File: src/ttcb_pkg.sv
// Shared types, widths and codes for the text terminal character buffer.
// No dependencies; every other file of the block refers to this package by scoped names.
package ttcb_pkg;

    // Field widths of the command and result beats.
    localparam int FUNC_W     = 3;
    localparam int CHAR_W     = 8;
    localparam int COL_W      = 6;
    localparam int ROW_W      = 5;
    localparam int COLS_CFG_W = 7;
    localparam int ROWS_CFG_W = 6;
    localparam int PADDR_W    = 3;
    localparam int PDATA_W    = 32;

    // Default store geometry and register reset values.
    localparam int DEF_MAX_COLS = 64;
    localparam int DEF_MAX_ROWS = 32;
    localparam int COLS_RESET   = 53;
    localparam int ROWS_RESET   = 30;

    // Depth of the command queue between front and back.
    localparam int QUEUE_DEPTH = 2;

    typedef logic [FUNC_W-1:0]     func_t;
    typedef logic [CHAR_W-1:0]     char_t;
    typedef logic [COL_W-1:0]      col_t;
    typedef logic [ROW_W-1:0]      row_t;
    typedef logic [COLS_CFG_W-1:0] cols_cfg_t;
    typedef logic [ROWS_CFG_W-1:0] rows_cfg_t;

    // Command codes on the func port.
    localparam func_t FUNC_PUT_CHAR   = 3'd0;
    localparam func_t FUNC_WRITE_CHAR = 3'd1;
    localparam func_t FUNC_LOCATE     = 3'd2;
    localparam func_t FUNC_CLEAR      = 3'd3;
    localparam func_t FUNC_READ_CELL  = 3'd4;

    // Register indexes as decoded from paddr[2].
    localparam logic REG_IDX_COLS = 1'b0;
    localparam logic REG_IDX_ROWS = 1'b1;

    // Character codes.
    localparam char_t CODE_LF          = 8'h0a;
    localparam char_t CODE_CR          = 8'h0d;
    localparam char_t CODE_FIRST_PRINT = 8'h20;
    localparam char_t CODE_LAST_PRINT  = 8'h7e;
    localparam char_t CODE_SPACE       = 8'h20;

    // Operation as classified by the front end.
    typedef enum logic [2:0] {
        OP_NOP,
        OP_PRINT,
        OP_CR,
        OP_LF,
        OP_WRITE,
        OP_LOCATE,
        OP_CLEAR,
        OP_READ
    } op_t;

    typedef struct packed {
        op_t   op;
        char_t ch;
        col_t  col;
        row_t  row;
    } cmd_t;

    // Visible area as currently programmed.
    typedef struct packed {
        cols_cfg_t cols;
        rows_cfg_t rows;
    } cfg_t;

    // Register write in progress, with the area that holds after it.
    typedef struct packed {
        logic      we;
        cols_cfg_t cols;
        rows_cfg_t rows;
    } cfg_upd_t;

endpackage

File: src/ttcb_queue.sv
// Short command queue between the front end and the back end.
// Depends on ttcb_pkg for the command type and the queue depth.
module ttcb_queue (
    input  logic           clk,
    input  logic           rst_n,
    input  logic           push,
    input  ttcb_pkg::cmd_t push_cmd,
    output logic           full,
    input  logic           pop,
    output ttcb_pkg::cmd_t pop_cmd,
    output logic           empty
);

    localparam int DEPTH = ttcb_pkg::QUEUE_DEPTH;
    localparam int PW    = (DEPTH > 1) ? $clog2(DEPTH) : 1;
    localparam int CNTW  = $clog2(DEPTH + 1);
    localparam logic [PW-1:0]   LAST_SLOT = PW'(DEPTH - 1);
    localparam logic [CNTW-1:0] FULL_CNT  = CNTW'(DEPTH);

    ttcb_pkg::cmd_t  slot_reg [DEPTH];
    logic [PW-1:0]   wr_ptr_reg;
    logic [PW-1:0]   wr_ptr_next;
    logic [PW-1:0]   rd_ptr_reg;
    logic [PW-1:0]   rd_ptr_next;
    logic [CNTW-1:0] count_reg;
    logic [CNTW-1:0] count_next;

    assign full    = (count_reg == FULL_CNT);
    assign empty   = (count_reg == '0);
    assign pop_cmd = slot_reg[rd_ptr_reg];

    always_comb
    begin
        wr_ptr_next = wr_ptr_reg;
        rd_ptr_next = rd_ptr_reg;
        count_next  = count_reg;
        if (push)
        begin
            wr_ptr_next = (wr_ptr_reg == LAST_SLOT) ? '0 : wr_ptr_reg + 1'b1;
        end
        if (pop)
        begin
            rd_ptr_next = (rd_ptr_reg == LAST_SLOT) ? '0 : rd_ptr_reg + 1'b1;
        end
        if (push && !pop)
        begin
            count_next = count_reg + 1'b1;
        end
        else if (pop && !push)
        begin
            count_next = count_reg - 1'b1;
        end
    end

    always_ff @(posedge clk or negedge rst_n)
    begin
        if (!rst_n)
        begin
            wr_ptr_reg <= '0;
            rd_ptr_reg <= '0;
            count_reg  <= '0;
        end
        else
        begin
            wr_ptr_reg <= wr_ptr_next;
            rd_ptr_reg <= rd_ptr_next;
            count_reg  <= count_next;
        end
    end

    always_ff @(posedge clk)
    begin
        if (push)
        begin
            slot_reg[wr_ptr_reg] <= push_cmd;
        end
    end

    a_no_overflow: assert property (@(posedge clk) disable iff (!rst_n)
        push && !pop |-> count_reg != FULL_CNT)
        else $error("Command pushed into a full queue.");

    a_no_underflow: assert property (@(posedge clk) disable iff (!rst_n)
        pop |-> count_reg != '0)
        else $error("Command popped from an empty queue.");

endmodule

File: config.mk
export PLATFORM = sky130hd
export DESIGN_NAME = ttcb_queue
export DESIGN_NICKNAME = d
export VERILOG_FILES = /design/src/ttcb_pkg.sv /design/src/ttcb_queue.sv
export SDC_FILE = /design/constraint.sdc
export NUM_CORES = 1
export LEC_CHECK = 0
export ABC_AREA = 1
export ABC_CLOCK_PERIOD_IN_PS = 1600
export BUFFER_PORTS_ARGS = -buffer_cell sky130_fd_sc_hd__buf_2
export CAP_MARGIN = 10
export CORE_UTILIZATION = 48
export CTS_BUF_LIST = sky130_fd_sc_hd__clkbuf_2
export CTS_CLUSTER_DIAMETER = 200
export DETAILED_ROUTE_END_ITERATION = 10
export HOLD_SLACK_MARGIN = 0.06
export PLACE_DENSITY = 0.77
export SYNTH_ARGS = -nofsm -noshare
export SYNTH_HDL_FRONTEND = slang
export SYNTH_SLANG_ARGS = --single-unit
File: constraint.sdc
create_clock -name clk -period 1.6 [get_ports clk]
set_input_delay 0.32 -clock clk [delete_from_list [all_inputs] [get_ports clk]]
set_output_delay 0.32 -clock clk [all_outputs]
set_load 0.02 [all_outputs]
-- Word-level counts from Yosys, hierarchy flattened
Memory sizes are Yosys's and may differ from the RTL's.
Cells that the tools add are included.
- memory bits (writable): 44
- bits in latches: 0
- input bits: 26
- memories: 1
- output and inout bits: 24
- bits in read-only memories: 0
- flip-flop bits (word level): 4
- logic and storage cells: 21
- memory list (name ; depth ; width ; read ports ; clocked after memory_dff ; wr ports ; RTL line ; RTL):
    slot_reg ; 2 ; 22 ; 1 ; 0 ; 1 ; ttcb_queue.sv:20 ; ttcb_pkg::cmd_t slot_reg [DEPTH];
- shift-type cells: 0
- $add $sub $neg: 4
- bitwise gates (word level): 0
- multiply operators: 0
- eq/ne operators: 1
- reductions and logical operators: 6
- div/mod/pow operators: 0
- magnitude comparators: 0
- mux-type cells: 6
- operator list (cell ; number):
    $mux 1 ; 4
    $mux 2 ; 2
    $add 1x1->1 const B ; 2
    $add 2x1->2 const B ; 1
    $eq 2x2->1 const B ; 1
    $logic_and 1x1->1 ; 2
    $logic_not 1->1 ; 2
    $logic_not 2->1 ; 1
    $reduce_bool 2->1 ; 1
    $sub 2x1->2 const B ; 1

-- Logic depth before layout (Yosys ltp)
- depth after elaboration: 4
- mapped depth: 7

-- Worst setup path after synthesis
Ideal clock, no wire load.
- kind: reg2reg
- start point: register wr_ptr_reg
- end point: memory slot_reg[0][0] (netlist bit), enable pin
- library setup time: 0.401 ns
- stages on the path, launching flop included: 2
- path slack: -0.153 ns
- buffers on the path: 0
- arrival time: 1.352 ns
- clock period less this slack: 1.753 ns
- path through: dfrtp_1 > nor2_1
- RTL lines (item ; RTL line ; RTL):
    start, declared ; ttcb_queue.sv:21 ; logic [PW-1:0] wr_ptr_reg;
    start signal, assigned ; ttcb_queue.sv:65 ; wr_ptr_reg <= wr_ptr_next;
    end, declared ; ttcb_queue.sv:20 ;
No word-level cell before the write port.

==> run metrics <==
status complete, but fails checks; failing checks setup timing; routability-driven placement congestion ratio 0.626; CP Max Fanout 6; Final Power 4.40 mW; Placed Instance Area 2130 µm²; worst hold slack 96.2 ps; final period utilization 1.14; Worst EP arrival 1510 ps; Synth cell types 12; Synth Instances 93; Yosys reg bits 48; nets 201; worst slew pin tran 213 ps; fin worst setup slack -226 ps; number of port buffers 49; Synth area leaders edfxtp_1 (73%), mux2_2 (14%), dfrtp_1 (5.6%); DRC viols 0; Async SR Flop Fraction 0.0833; design area 2630 µm²; CTS sink cnt 48; Fmax achieved 548 MHz; Multi-input gate area 413 µm²; Avg Synthesized Cell Area 19.3 µm²; I/O pins 50; Avg WL per Cell 14.7 µm; H-tree levels 2; pins over their slew limit 0; initial drt markers 32; die area 3990 µm²; part of the Yosys area used for sequential elements 0.791; fillcell total 223; cell taking the most area after synthesis edfxtp_1; Cell Area, Synth 1800 µm²; top-area cell type share of the netlist area 0.735; Pwr Density 1670 nW/µm²; Cells after DPL 192; total CTS buffers 5; Worst slew margin 0.858; Synthesized Nets 120; antenna diode count 0; Final Critical Period 1830 ps; die width 63.2 µm; Main synth FF type edfxtp_1; CTS tree built; routed wire length 3240 µm; largest net degree at the start of global routing 15; clk slew on worst S/H paths 210 ps; Layout Cells excl Fill 221; first-pass GRT wire length 4520 µm; max reg flops 44; Routed Antenna Nets 0; skew final 8.24 ps; crit path kind register to output port; worst vdd ir 992 µV; most numerous cell in the Yosys netlist edfxtp_1; fin util 0.758; Vias/cell 4.83; CP endpoint kind output port; area grow syn2layout 46.1%; TNS Setup -4760 ps; Post-synth EDFFs 44; worst hold path class input pin to register; row cnt 21; TritonRoute pass-1 iters 3; RSZ-0062 raised after global routing true; Overall Global Routing Usage 0.162; Yosys warnings 0; root buffer cell clkbuf_2; worst slack at placement 222 ps; CP required 1280 ps; CORE AREA 3470 µm²; count of final hold-check violations 0; Final setup viols 22; half-perimeter wire length after placement 1930 µm; P_leak 1.12 nW; die height 63.2 µm; grt ovf 0; Post-synth top cells edfxtp_1 (44), mux2_2 (22), inv_1 (7); initial antenna violation count 0; share of cells above drive strength 1 0.503; Starting Density 0.518; largest buffer count on any clock path 2; vias in the first global route 1001; vias after detailed routing 1068; startpoint types register; register area 1420 µm²; worst skew pair latency 400 ps; maxcap violations 0
[cells in the final DEF (no fill, tap or decap)]
| master | netlist | layout |
|---|---|---|
| nand3_1 | 1 | 1 |
| nor2_1 | 3 | 2 |
| dfrtp_2 | 0 | 1 |
| xor2_1 | 2 | 2 |
| bufinv_16 | 0 | 1 |
| nand2_1 | 5 | 5 |
| buf_2 | 0 | 27 |
| buf_6 | 2 | 26 |
| mux2_4 | 0 | 22 |
| edfxtp_1 | 44 | 44 |
| clkbuf_2 | 0 | 5 |
| buf_4 | 0 | 5 |
| inv_1 | 7 | 7 |
| nand4_1 | 1 | 1 |
| dlygate4sd3_1 | 0 | 18 |
| dfrtp_1 | 4 | 3 |
| ha_1 | 1 | 1 |
| nor2_2 | 0 | 1 |
| xnor2_1 | 1 | 1 |
| clkinv_1 | 0 | 2 |
[critical path, stage by stage, from the launching register on]
cell     delay (ps)
dfrtp_2         500
buf_6           160
mux2_4          310
buf_6           130
[power by group]
part	switching (mW)	internal [mW]	leakage (nW)
sequential	0.123	1.68	0.459
clock	0.354	0.255	0.0380
combinational	0.913	1.08	0.624
total	1.39	3.01	1.12
[per-layer routing]
layer / vias to the layer above / global-route usage / share of wire
met2: 42 / 0.270 / 0.52
met3: 7 / 0.0543 / 0.068
li1: 503 / - / -
met4: 0 / 0.116 / 0.017
met5: - / 0 / 0
met1: 516 / 0.172 / 0.40
[worst paths after layout]
check / depth (start not counted) / start / to / slack, ps
max in group asynchronous: 2 / rst_n / rd_ptr_reg / 1260
setup / recovery: 3 / rd_ptr_reg / pop_cmd[4] / -230
setup reg to reg: 2 / wr_ptr_reg / slot_reg[0][1] / 510
min in group asynchronous: 2 / rst_n / wr_ptr_reg / 210
hold / removal: 1 / push_cmd[6] / slot_reg[1][6] / 100
hold reg to reg: 1 / wr_ptr_reg / wr_ptr_reg / 530
[final cells by class]
class / instances / share of cell area
tap: 46 / 0.0219
inverter: 7 / 0.0100
clock buffer: 5 / 0.00952
clock inverter: 3 / 0.0143
multi-input combinational: 36 / 0.157
timing repair buffer: 76 / 0.246
sequential: 48 / 0.541
[timing repair]
| action | 4_1_cts | 5_1_grt |
|---|---|---|
| gates resized for setup | 65 | 8 |
| gates cloned | 2 | 0 |
| setup endpoints to repair | 22 | 22 |
| hold buffers | 3 | 15 |
| buffers inserted | 1 | 0 |
| hold endpoints to repair | 8 | 28 |
[kinds of logic after synthesis]
logic type | count (synthesis) | synth area share
XOR/XNOR | 3 | 0.0146
AND/OR/NAND/NOR | 10 | 0.0230
adder cells (fa/ha/maj) | 1 | 0.00696
multiplexers | 22 | 0.138
buffers and inverters | 9 | 0.0271
flip-flops | 48 | 0.791
No activity file was read; power rests on OpenSTA's default activity.
