<file path="src/ttcb_pkg.sv">
// Shared types, widths and codes for the text terminal character buffer.
// No dependencies; every other file of the block refers to this package by scoped names.
package ttcb_pkg;

    // Field widths of the command and result beats.
    localparam int FUNC_W     = 3;
    localparam int CHAR_W     = 8;
    localparam int COL_W      = 6;
    localparam int ROW_W      = 5;
    localparam int COLS_CFG_W = 7;
    localparam int ROWS_CFG_W = 6;
    localparam int PADDR_W    = 3;
    localparam int PDATA_W    = 32;

    // Default store geometry and register reset values.
    localparam int DEF_MAX_COLS = 64;
    localparam int DEF_MAX_ROWS = 32;
    localparam int COLS_RESET   = 53;
    localparam int ROWS_RESET   = 30;

    // Depth of the command queue between front and back.
    localparam int QUEUE_DEPTH = 2;

    typedef logic [FUNC_W-1:0]     func_t;
    typedef logic [CHAR_W-1:0]     char_t;
    typedef logic [COL_W-1:0]      col_t;
    typedef logic [ROW_W-1:0]      row_t;
    typedef logic [COLS_CFG_W-1:0] cols_cfg_t;
    typedef logic [ROWS_CFG_W-1:0] rows_cfg_t;

    // Command codes on the func port.
    localparam func_t FUNC_PUT_CHAR   = 3'd0;
    localparam func_t FUNC_WRITE_CHAR = 3'd1;
    localparam func_t FUNC_LOCATE     = 3'd2;
    localparam func_t FUNC_CLEAR      = 3'd3;
    localparam func_t FUNC_READ_CELL  = 3'd4;

    // Register indexes as decoded from paddr[2].
    localparam logic REG_IDX_COLS = 1'b0;
    localparam logic REG_IDX_ROWS = 1'b1;

    // Character codes.
    localparam char_t CODE_LF          = 8'h0a;
    localparam char_t CODE_CR          = 8'h0d;
    localparam char_t CODE_FIRST_PRINT = 8'h20;
    localparam char_t CODE_LAST_PRINT  = 8'h7e;
    localparam char_t CODE_SPACE       = 8'h20;

    // Operation as classified by the front end.
    typedef enum logic [2:0] {
        OP_NOP,
        OP_PRINT,
        OP_CR,
        OP_LF,
        OP_WRITE,
        OP_LOCATE,
        OP_CLEAR,
        OP_READ
    } op_t;

    typedef struct packed {
        op_t   op;
        char_t ch;
        col_t  col;
        row_t  row;
    } cmd_t;

    // Visible area as currently programmed.
    typedef struct packed {
        cols_cfg_t cols;
        rows_cfg_t rows;
    } cfg_t;

    // Register write in progress, with the area that holds after it.
    typedef struct packed {
        logic      we;
        cols_cfg_t cols;
        rows_cfg_t rows;
    } cfg_upd_t;

endpackage

</file>
<file path="src/ttcb_front.sv">
// Front end: accepts command beats, checks positions against the visible area and
// classifies each command into an operation for the back end. Depends on ttcb_pkg.
module ttcb_front (
    input  logic              clk,
    input  logic              rst_n,
    input  logic              start,
    output logic              busy,
    input  ttcb_pkg::func_t   func,
    input  ttcb_pkg::char_t   char_code,
    input  ttcb_pkg::col_t    col,
    input  ttcb_pkg::row_t    row,
    input  ttcb_pkg::cfg_t    cfg,
    input  logic              hold,
    input  logic              q_full,
    output logic              push,
    output ttcb_pkg::cmd_t    push_cmd
);

    ttcb_pkg::cmd_t cmd_reg;
    ttcb_pkg::cmd_t cmd_next;
    logic           cmd_valid_reg;
    logic           cmd_valid_next;
    logic           accept;
    logic           in_view;
    logic           printable;

    assign push   = cmd_valid_reg && !q_full;
    assign busy   = hold || (cmd_valid_reg && q_full);
    assign accept = start && !busy;

    assign in_view   = (7'(col) < 7'(cfg.cols)) && (7'(row) < 7'(cfg.rows));
    assign printable = (char_code >= ttcb_pkg::CODE_FIRST_PRINT)
                    && (char_code <= ttcb_pkg::CODE_LAST_PRINT);

    always_comb
    begin
        cmd_next.ch  = char_code;
        cmd_next.col = col;
        cmd_next.row = row;
        unique case (func)
            ttcb_pkg::FUNC_PUT_CHAR:
            begin
                if (char_code == ttcb_pkg::CODE_LF)
                begin
                    cmd_next.op = ttcb_pkg::OP_LF;
                end
                else if (char_code == ttcb_pkg::CODE_CR)
                begin
                    cmd_next.op = ttcb_pkg::OP_CR;
                end
                else if (printable)
                begin
                    cmd_next.op = ttcb_pkg::OP_PRINT;
                end
                else
                begin
                    cmd_next.op = ttcb_pkg::OP_NOP;
                end
            end
            ttcb_pkg::FUNC_WRITE_CHAR:
                cmd_next.op = in_view ? ttcb_pkg::OP_WRITE : ttcb_pkg::OP_NOP;
            ttcb_pkg::FUNC_LOCATE:
                cmd_next.op = in_view ? ttcb_pkg::OP_LOCATE : ttcb_pkg::OP_NOP;
            ttcb_pkg::FUNC_CLEAR:
                cmd_next.op = ttcb_pkg::OP_CLEAR;
            ttcb_pkg::FUNC_READ_CELL:
                cmd_next.op = in_view ? ttcb_pkg::OP_READ : ttcb_pkg::OP_NOP;
            default:
                cmd_next.op = ttcb_pkg::OP_NOP;
        endcase
    end

    assign cmd_valid_next = accept || (cmd_valid_reg && !push);
    assign push_cmd       = cmd_reg;

    always_ff @(posedge clk or negedge rst_n)
    begin
        if (!rst_n)
        begin
            cmd_valid_reg <= 1'b0;
        end
        else
        begin
            cmd_valid_reg <= cmd_valid_next;
        end
    end

    always_ff @(posedge clk)
    begin
        if (accept)
        begin
            cmd_reg <= cmd_next;
        end
    end

endmodule

</file>
<file path="config.mk">
export PLATFORM = sky130hd
export DESIGN_NAME = ttcb_front
export DESIGN_NICKNAME = d
export VERILOG_FILES = /design/src/ttcb_pkg.sv /design/src/ttcb_front.sv
export SDC_FILE = /design/constraint.sdc
export NUM_CORES = 1
export LEC_CHECK = 0
export BUFFER_PORTS_ARGS = -buffer_cell sky130_fd_sc_hd__buf_4
export CORE_ASPECT_RATIO = 1.25
export CORE_UTILIZATION = 40
export CTS_BUF_LIST = sky130_fd_sc_hd__clkbuf_4 sky130_fd_sc_hd__clkbuf_8 sky130_fd_sc_hd__clkbuf_16
export CTS_CLUSTER_SIZE = 16
export DETAILED_ROUTE_END_ITERATION = 8
export PLACE_DENSITY = 0.74
export SYNTH_ARGS = -nofsm -noshare
export SYNTH_HDL_FRONTEND = slang
export SYNTH_SLANG_ARGS = --single-unit
</file>
<file path="constraint.sdc">
create_clock -name clk -period 1.8 [get_ports clk]
set_input_delay 0 -clock clk [delete_from_list [all_inputs] [get_ports clk]]
set_output_delay 0 -clock clk [all_outputs]
set_load 0.02 [all_outputs]
</file>
=== Word level (Yosys, flattened, before mapping) ===
Cells that the tools add are included.

* Bits in registers: 23
* Bits in latches: 0
* Memory bits (writable): 0
* ROM bits: 0
* Input bits: 40
* Memories kept: 0

* $add $sub $neg: 0
* Multipliers: 0
* Div/mod/pow operators: 0
* Order comparisons: 4
* Eq/ne operators: 6
* Shift operators: 0
* Muxes and demuxes: 7
* Bitwise operators: 0
* Reduce and logical (&&, ||, !) cells: 12

{| class="wikitable"
|+ Operators with widths
! kind !! number
|-
| 8-bit by 4-bit equality test with 1-bit output, second input constant || 2
|-
| 3-bit one-hot mux with 5 select lines || 1
|-
| 3-bit 2-to-1 mux || 3
|-
| 8-bit by 6-bit >= comparator with 1-bit output, second input constant || 1
|-
| 8-bit by 7-bit <= comparator with 1-bit output, second input constant || 1
|-
| 6-bit by 7-bit < comparator with 1-bit output || 1
|-
| 3-bit by 2-bit equality test with 1-bit output, second input constant || 2
|-
| 1-bit logical AND || 6
|-
| 5-bit by 6-bit < comparator with 1-bit output || 1
|-
| 2-bit 2-to-1 mux || 2
|-
| 3-bit by 1-bit equality test with 1-bit output, second input constant || 1
|-
| 3-bit equality test, second input constant || 1
|-
| 1-bit logical NOT || 3
|-
| 3-bit logical NOT || 1
|-
| 1-bit logical OR || 2
|-
| 1-bit 2-to-1 mux || 1
|}

=== Longest topological paths before layout ===
Gate-level depths: netlist of the first run.

* Depth in word-level cells: 6
* Mapped depth: 7
* Depth with buffers taken out: 7

=== Worst setup path before layout of the first run ===
No wires, ideal clock.

* Kind: register to register
* From: register cmd_valid_reg
* To: register cmd_reg (netlist bit push_cmd[0]), enable pin
* Arrival time: 1,125 ps
* Data required time: 1,419 ps
* Path slack: 294 ps
* Stages on the path, launching flop included: 3
* Path buffers: 0
* Path through: dfrtp_1 > a21oi_1 > and2_1

* Longest elaborated chain between the ends: 4

{| class="wikitable"
|+ Ends and longest elaborated chain
! item !! RTL line !! RTL
|-
| start: declaration || ttcb_front.sv:21 || <nowiki>logic cmd_valid_reg;</nowiki>
|-
| start signal: assignment || ttcb_front.sv:84 || <nowiki>cmd_valid_reg <= cmd_valid_next;</nowiki>
|-
| 1-bit logical AND || ttcb_front.sv:28 || <nowiki>assign busy = hold || (cmd_valid_reg && q_full);</nowiki>
|-
| 1-bit logical OR || ttcb_front.sv:28 ||
|-
| 1-bit logical NOT || ttcb_front.sv:29 || <nowiki>assign accept = start && !busy;</nowiki>
|-
| 1-bit logical AND || ttcb_front.sv:29 ||
|-
| named net accept || ttcb_front.sv:23 || <nowiki>logic accept;</nowiki>
|-
| end signal: assignment || ttcb_front.sv:92 || <nowiki>cmd_reg <= cmd_next;</nowiki>
|-
| end: declaration || ttcb_front.sv:19 || <nowiki>ttcb_pkg::cmd_t cmd_reg;</nowiki>
|}

The timed path passes the listed nets, and every way through them passes these cells.
A chain may end at the register's enable or synchronous reset.

==> results of run 1 <==
[cell families after synthesis]
group           after synthesis  synth area share [%]
fa+ha+maj                     9                  10.2
buf+inv                      12                  4.08
simple gates                 22                  12.0
flops                        23                  62.1
xor+xnor                      1                 0.794
compound gates               17                  10.8
[cell usage after synthesis, types with 2 or more instances]
cell and n:
sky130_fd_sc_hd__nand4b_1 2, sky130_fd_sc_hd__inv_1 12, sky130_fd_sc_hd__o21ai_0 2, sky130_fd_sc_hd__nor3_1 2, sky130_fd_sc_hd__a211oi_1 2, sky130_fd_sc_hd__a21oi_1 4, sky130_fd_sc_hd__edfxtp_1 22, sky130_fd_sc_hd__nand4_1 2
sky130_fd_sc_hd__ha_1 9, sky130_fd_sc_hd__nor2_1 5, sky130_fd_sc_hd__nand3_1 3
[worst max-delay path: cells and delay by family]
kind            cells  cell delay, ns
compound gates      2            0.42
fa+ha+maj           1            0.29
simple gates        2            0.24
buf+inv             3            0.78
[power groups by stage]
| stage | clock network [uW] | logic [uW] | registers (uW) |
|---|---|---|---|
| floorplan | 0 | 78.0 | 666 |
| global placement | 0 | 237 | 636 |
| detailed placement | 0 | 245 | 637 |
| CTS | 244 | 285 | 625 |
| global route | 263 | 310 | 627 |
| finish | 236 | 287 | 625 |
[routing by layer]
metal | GRT usage [%] | up-vias | wire length [um]
li1 | - | 498 | -
met1 | 22.2 | 504 | 1120
met2 | 38.3 | 27 | 1650
met3 | 3.01 | 2 | 85
met4 | 4.62 | 0 | 19
met5 | 0 | - | 0
[worst max path at each step]
stage	start	to	slack [ns]	depth (start not counted)
detailed placement	row[3]	push_cmd[21]	0.37	7
global route	row[3]	push_cmd[20]	0.07	8
finish	row[3]	push_cmd[21]	0.14	8
global placement	row[3]	push_cmd[21]	0.42	7
CTS	row[3]	push_cmd[21]	0.15	8
floorplan	cmd_valid_reg	push_cmd[0]	0.29	2
[layout make-up]
type | instances | area (sq um)
Sequential cell | 23 | 686
Clock buffer | 3 | 22.5
Tap cell | 33 | 41.3
Timing Repair Buffer | 87 | 711
Multi-Input combinational cell | 49 | 373
Clock inverter | 1 | 5.00
Inverter | 12 | 45.0
Fill cell | 162 | 644
[what timing repair did]
item	in CTS	in global routing
endpoints found under the hold margin	22	0
buffers inserted	0	0
hold buffers	23	0
setup endpoints to repair	0	0
[through the flow]
step | hold slack, ns | area [sq um] | total power, uW
global placement | -0.224 | 1630 | 873
detailed placement | -0.222 | 1630 | 882
global route | 0.0291 | 1880 | 1200
finish | 0.0326 | 1880 | 1150
CTS | 0.0218 | 1880 | 1150
floorplan | -0.296 | 1100 | 744
==> impl_summary.txt, run 1 <==
----------------------------------------------------
[Global routing]
  Number of antenna violations at the first check in global routing ... 0
  Largest net degree at the start of global routing ... 24
  Total global routing overflow ... 0
  Vias in the first global route ... 984
  Global-route wire length before repair ... 4340 um
  Aggregate global-route resource usage ... 19.4%

[Yosys]
  Top-area cell type share of the netlist area ... 59.9%
  Number of synthesized flops with an enable pin ... 22
  Dominant register cell in the synthesized netlist ... sky130_fd_sc_hd__edfxtp_1
  Seq/Total Area, Yosys ... 62.1%
  Post-synthesis instance area ... 1100 sq um
  Number of register bits inferred by synthesis ... 23
  Net count after synthesis ... 133
  Cell accounting for the most synthesized area ... sky130_fd_sc_hd__edfxtp_1
  Synth Area per Inst ... 13.1 sq um
  Area contributors post-synth ... sky130_fd_sc_hd__edfxtp_1, sky130_fd_sc_hd__ha_1, sky130_fd_sc_hd__inv_1
  Synthesized instance count ... 84
  Cell variety after synth ... 30
  Fraction of synthesis flops using an asynchronous set or reset pin ... 4.35%
  Count of synthesis-stage warnings from yosys ... 0

[Power]
  Worst voltage drop across the vdd grid ... 505 uV
  Share of power burned in the clock network ... 20.6%
  Share of total power in sequential cells ... 54.4%
  Internal power of the cells ... 858 uW
  Power share of the combinational group ... 25.0%
  PwrDens ... 610 nW/um^2
  Static Leakage ... 0.000850 uW
  Net load switching power ... 291 uW
  Net switching share of the total power ... 25.3%

[CTS]
  Clock net sink count ... 23
  Clock tree from TritonCTS ... done
  Clock edge transition at the registers on the reported setup and hold paths ... 0.13 ns
  Number of instances resized during post-cts repair ... 0
  Maximum clock path buffer count ... 2
  Clock insertion delay at the later pin of the skew report ... 0.30 ns
  CTS root buf ... sky130_fd_sc_hd__clkbuf_4
  CTS H-Tree Depth ... 1
  TritonCTS buffer count ... 3

[Floorplanning]
  Placeable Area ... 2530 sq um
  Total number of placement rows ... 20
  Boundary pin count ... 64
  Die outline height ... 60.7 um
  Overall die width ... 49.0 um
  Initial Utilization ... 43.7%
  Overall die area ... 2970 sq um

[Worst setup path]
  Reg-to-Reg Start ... cmd_valid_reg
  Data required, critical path ... 1.86 ns
  Type of element capturing the critical path ... register
  Critical path type ... in -> reg
  Worst-case register-to-register setup slack ... 0.49 ns
  Crit-path max FO ... 2
  Sort of element at the start of the critical path ... primary input
  R2r worst-path depth ... 3
  Largest stage delay on the critical path ... 0.53 ns
  Endpoint of the lowest-slack register-to-register path ... push_cmd[19]
  Max stage delay cell, worst path ... sky130_fd_sc_hd__dlygate4sd3_1
  Worst-path cell chain ... dlygate4sd3_1 -> buf_4 -> ha_1 -> a211oi_1 -> o32ai_1 -> inv_1 -> nand4_1 -> nand3_1
  WP data arrival ... 1.72 ns

[Timing]
  Total setup violations reported at the end of the flow ... 0
  Hold violation count in the final report ... 0
  Final worst path period need ... 1.66 ns
  Total count of max-transition violations in the final report ... 0
  Slew of the pin with the lowest slew margin ... 0.324 ns
  Total negative slack ... 0 ns
  Clock Skew ... 0.00498 ns
  Setup ws final ... 0.142 ns
  Maximum clock frequency ... 603 MHz
  Unrepaired setup endpoints after global routing ... no
  Ratio of final minimum period to clock period ... 92.1%
  Max_slew headroom ... 78.2%

[Placement]
  HPWL after detailed placement ... 1980 um
  Placer Congestion ... 0.782
  Port Buf Inserts ... 63
  Post-placement setup slack ... 0.372 ns
  Cell count after placement ... 181

[Run status]
  Result of the run ... finished clean

[Routing]
  Number of routed nets with antenna violations ... 0
  Detailed Route WL ... 2880 um
  Total vias in the final route ... 1031
  Number of design rule violations left after detail routing ... 0
  Average wire length per cell after detail routing ... 13.8 um
  Router iterations before antenna repair ... 4
  Number of violations reported at the end of detailed-routing iteration 0 ... 21
  Detail-routed via count per cell ... 4.96

[Final layout]
  ANT cells ... 0
  Fraction of layout cells with a size suffix above 1 ... 40.0%
  Number of cells in the finished layout apart from fillers ... 208
  Most frequent cells in the layout ... sky130_fd_sc_hd__buf_4, sky130_fd_sc_hd__dlygate4sd3_1, sky130_fd_sc_hd__edfxtp_1
  Area added between synthesis and finish ... 70.6%
  Final nets ... 225
  Share of the core filled with cells in the final layout ... 74.5%
  Most frequent standard cell in the layout excluding fill and tap cells ... sky130_fd_sc_hd__buf_4
  Flip-flop count of the largest register, all copies and words added ... 22

[Worst hold path]
  Hold endpoint ... push_cmd[20]
  Number of cells traversed by the worst hold path ... 2
  Hold Startpoint ... func[2]
  Type of the worst min-delay path ... in -> reg

[Run]
  Number of maximum-capacitance violations ... 0

----------------------------------------------------
Note: power is estimated with default switching activity, not from simulation.
==> run 2, diff against run 1 <==
--- a/config.mk
+++ b/config.mk
@@ -11,7 +11,7 @@
 export CTS_BUF_LIST = sky130_fd_sc_hd__clkbuf_4 sky130_fd_sc_hd__clkbuf_8 sky130_fd_sc_hd__clkbuf_16
 export CTS_CLUSTER_SIZE = 16
 export DETAILED_ROUTE_END_ITERATION = 8
-export PLACE_DENSITY = 0.74
+export PLACE_DENSITY = 0.84
 export SYNTH_ARGS = -nofsm -noshare
 export SYNTH_HDL_FRONTEND = slang
 export SYNTH_SLANG_ARGS = --single-unit
==> run 2 against run 1 <==
Against the previous run:
- clock-buffer cell count grew 1
- non-clock buffer count unchanged
- largest cell class unchanged
- largest power group unchanged
- critical endpoint unchanged
- setup slack worse by 0.12 ns
==> impl_summary.txt, run 2 (synthesis gave the netlist of run 1 again) <==
----------------------------------------------------
[Run status]
  Result of the run ... finished clean (unchanged)

[Timing]
  Slew of the pin with the lowest slew margin ... 0.374 ns (was 0.324 ns)
  Maximum clock frequency ... 562 MHz (was 603 MHz)
  Final worst path period need ... 1.78 ns (was 1.66 ns)
  Ratio of final minimum period to clock period ... 98.9% (was 92.1%)
  Total count of max-transition violations in the final report ... 0 (unchanged)
  Hold violation count in the final report ... 0 (unchanged)
  Total setup violations reported at the end of the flow ... 0 (unchanged)
  Clock Skew ... 0.00622 ns (was 0.00498 ns)
  Setup ws final ... 0.0205 ns (was 0.142 ns)
  Max_slew headroom ... 75.0% (was 78.2%)
  Total negative slack ... 0 ns (unchanged)
  Unrepaired setup endpoints after global routing ... no (unchanged)

[Placement]
  HPWL after detailed placement ... 2140 um (was 1980 um)
  Placer Congestion ... 0.783 (was 0.782)
  Post-placement setup slack ... 0.346 ns (was 0.372 ns)
  Port Buf Inserts ... 63 (unchanged)
  DP Area ... 1630 sq um (unchanged)
  Cell count after placement ... 181 (unchanged)

[Worst setup path]
  WP data arrival ... 1.84 ns (was 1.72 ns)
  Crit-path max FO ... 2 (unchanged)
  Data required, critical path ... 1.86 ns (about the same)
  Type of element capturing the critical path ... register (unchanged)
  Sort of element at the start of the critical path ... primary input (unchanged)
  Critical path type ... in -> reg (unchanged)
  R2r worst-path depth ... 3 (unchanged)

[CTS]
  CTS root buf ... sky130_fd_sc_hd__clkbuf_4 (unchanged)
  Clock insertion delay at the later pin of the skew report ... 0.31 ns (was 0.30 ns)
  Clock net sink count ... 23 (unchanged)
  CTS H-Tree Depth ... 1 (unchanged)
  Clock edge transition at the registers on the reported setup and hold paths ... 0.13 ns (about the same)
  Number of instances resized during post-cts repair ... 0 (unchanged)
  Hold Buf Count CTS ... 23 (unchanged)
  Post CTS Setup Buffer Count ... 0 (unchanged)
  Maximum clock path buffer count ... 2 (unchanged)
  Clock tree from TritonCTS ... done (unchanged)
  TritonCTS buffer count ... 3 (unchanged)

[Final layout]
  Fraction of layout cells with a size suffix above 1 ... 40.0% (unchanged)
  Most frequent cells in the layout ... sky130_fd_sc_hd__buf_4, sky130_fd_sc_hd__dlygate4sd3_1, sky130_fd_sc_hd__edfxtp_1 (unchanged)
  ANT cells ... 0 (unchanged)
  Share of the core filled with cells in the final layout ... 74.6% (was 74.5%)
  Most frequent standard cell in the layout excluding fill and tap cells ... sky130_fd_sc_hd__buf_4 (unchanged)
  Final nets ... 225 (unchanged)
  Total non-filler cell area in the finished layout ... 1890 sq um (was 1880 sq um)
  Flip-flop count of the largest register, all copies and words added ... 22 (unchanged)
  Number of fill cells ... 164 (was 162)
  Number of cells in the finished layout apart from fillers ... 208 (unchanged)
  Multi-input combinational cell area ... 373 sq um (unchanged)
  Area added between synthesis and finish ... 70.9% (was 70.6%)
  Area used by sequential logic in the layout ... 686 sq um (unchanged)

[Routing]
  Router iterations before antenna repair ... 4 (unchanged)
  Average wire length per cell after detail routing ... 16.1 um (was 13.8 um)
  Total vias in the final route ... 1097 (was 1031)
  Number of routed nets with antenna violations ... 0 (unchanged)
  Detail-routed via count per cell ... 5.27 (was 4.96)
  Detailed Route WL ... 3360 um (was 2880 um)
  Number of violations reported at the end of detailed-routing iteration 0 ... 53 (was 21)
  Number of design rule violations left after detail routing ... 0 (unchanged)

[Power]
  Worst voltage drop across the vdd grid ... 407 uV (was 505 uV)
  PwrDens ... 625 nW/um^2 (was 610 nW/um^2)
  Static Leakage ... 0.000850 uW (about the same)

[Worst hold path]
  Number of cells traversed by the worst hold path ... 2 (unchanged)
  Type of the worst min-delay path ... in -> reg (unchanged)

[Floorplanning]
  Boundary pin count ... 64 (unchanged)
  Overall die width ... 49.0 um (unchanged)
  Overall die area ... 2970 sq um (unchanged)
  Die outline height ... 60.7 um (unchanged)
  Total number of placement rows ... 20 (unchanged)
  Placeable Area ... 2530 sq um (unchanged)
  Initial Utilization ... 43.7% (unchanged)

[Global routing]
  Number of antenna violations at the first check in global routing ... 0 (unchanged)
  Largest net degree at the start of global routing ... 24 (unchanged)
  Vias in the first global route ... 1105 (was 984)
  Global-route wire length before repair ... 5150 um (was 4340 um)
  Total global routing overflow ... 0 (unchanged)
  Aggregate global-route resource usage ... 23.7% (was 19.4%)

[Run]
  Number of maximum-capacitance violations ... 0 (unchanged)

----------------------------------------------------
[run 2: metal layers]
metal	share of wire, %	track usage [%]
met5	0	0
met3	6.0	3.76
met4	2.7	13.4
met1	35	23.1
met2	56	48.0
[run 2: area by class of cell]
cell class | count | share of cell area, %
Inverter | 12 | 2.39
Clock buffer | 4 | 1.59
Multi-Input combinational cell | 49 | 19.8
Tap cell | 33 | 2.19
Timing Repair Buffer | 87 | 37.7
Sequential cell | 23 | 36.4
[run 2: path summary, 6_finish.rpt]
path / start / to / slack [ns]
max: row[3] / push_cmd[21] / 0.02
min: func[2] / push_cmd[20] / 0.04
max reg2reg: cmd_valid_reg / push_cmd[14] / 0.47
min reg2reg: cmd_valid_reg / cmd_valid_reg / 0.53
max in group asynchronous: rst_n / cmd_valid_reg / 1.17
min in group asynchronous: rst_n / cmd_valid_reg / 0.53
[run 2: report_power, final]
group,total (uW),switching [uW],internal (uW)
Clock,257,156,102
Sequential,626,9.02,617
Combinational,295,137,158
[run 2: critical path, cell delays in order]
cell                            delay [ns]
sky130_fd_sc_hd__dlygate4sd3_1        0.54
sky130_fd_sc_hd__buf_4                0.14
sky130_fd_sc_hd__ha_1                 0.29
sky130_fd_sc_hd__a211oi_1             0.09
sky130_fd_sc_hd__o32ai_1              0.39
sky130_fd_sc_hd__inv_1                0.12
sky130_fd_sc_hd__nand4_1              0.15
sky130_fd_sc_hd__nand3_1              0.12
[run 2: stage by stage]
step           hold WS, ns  total power (uW)
2_1_floorplan       -0.296               744
3_3_place_gp        -0.224               871
3_5_place_dp        -0.222               884
4_1_cts             0.0386              1170
5_1_grt             0.0479              1220
6_report            0.0419              1180
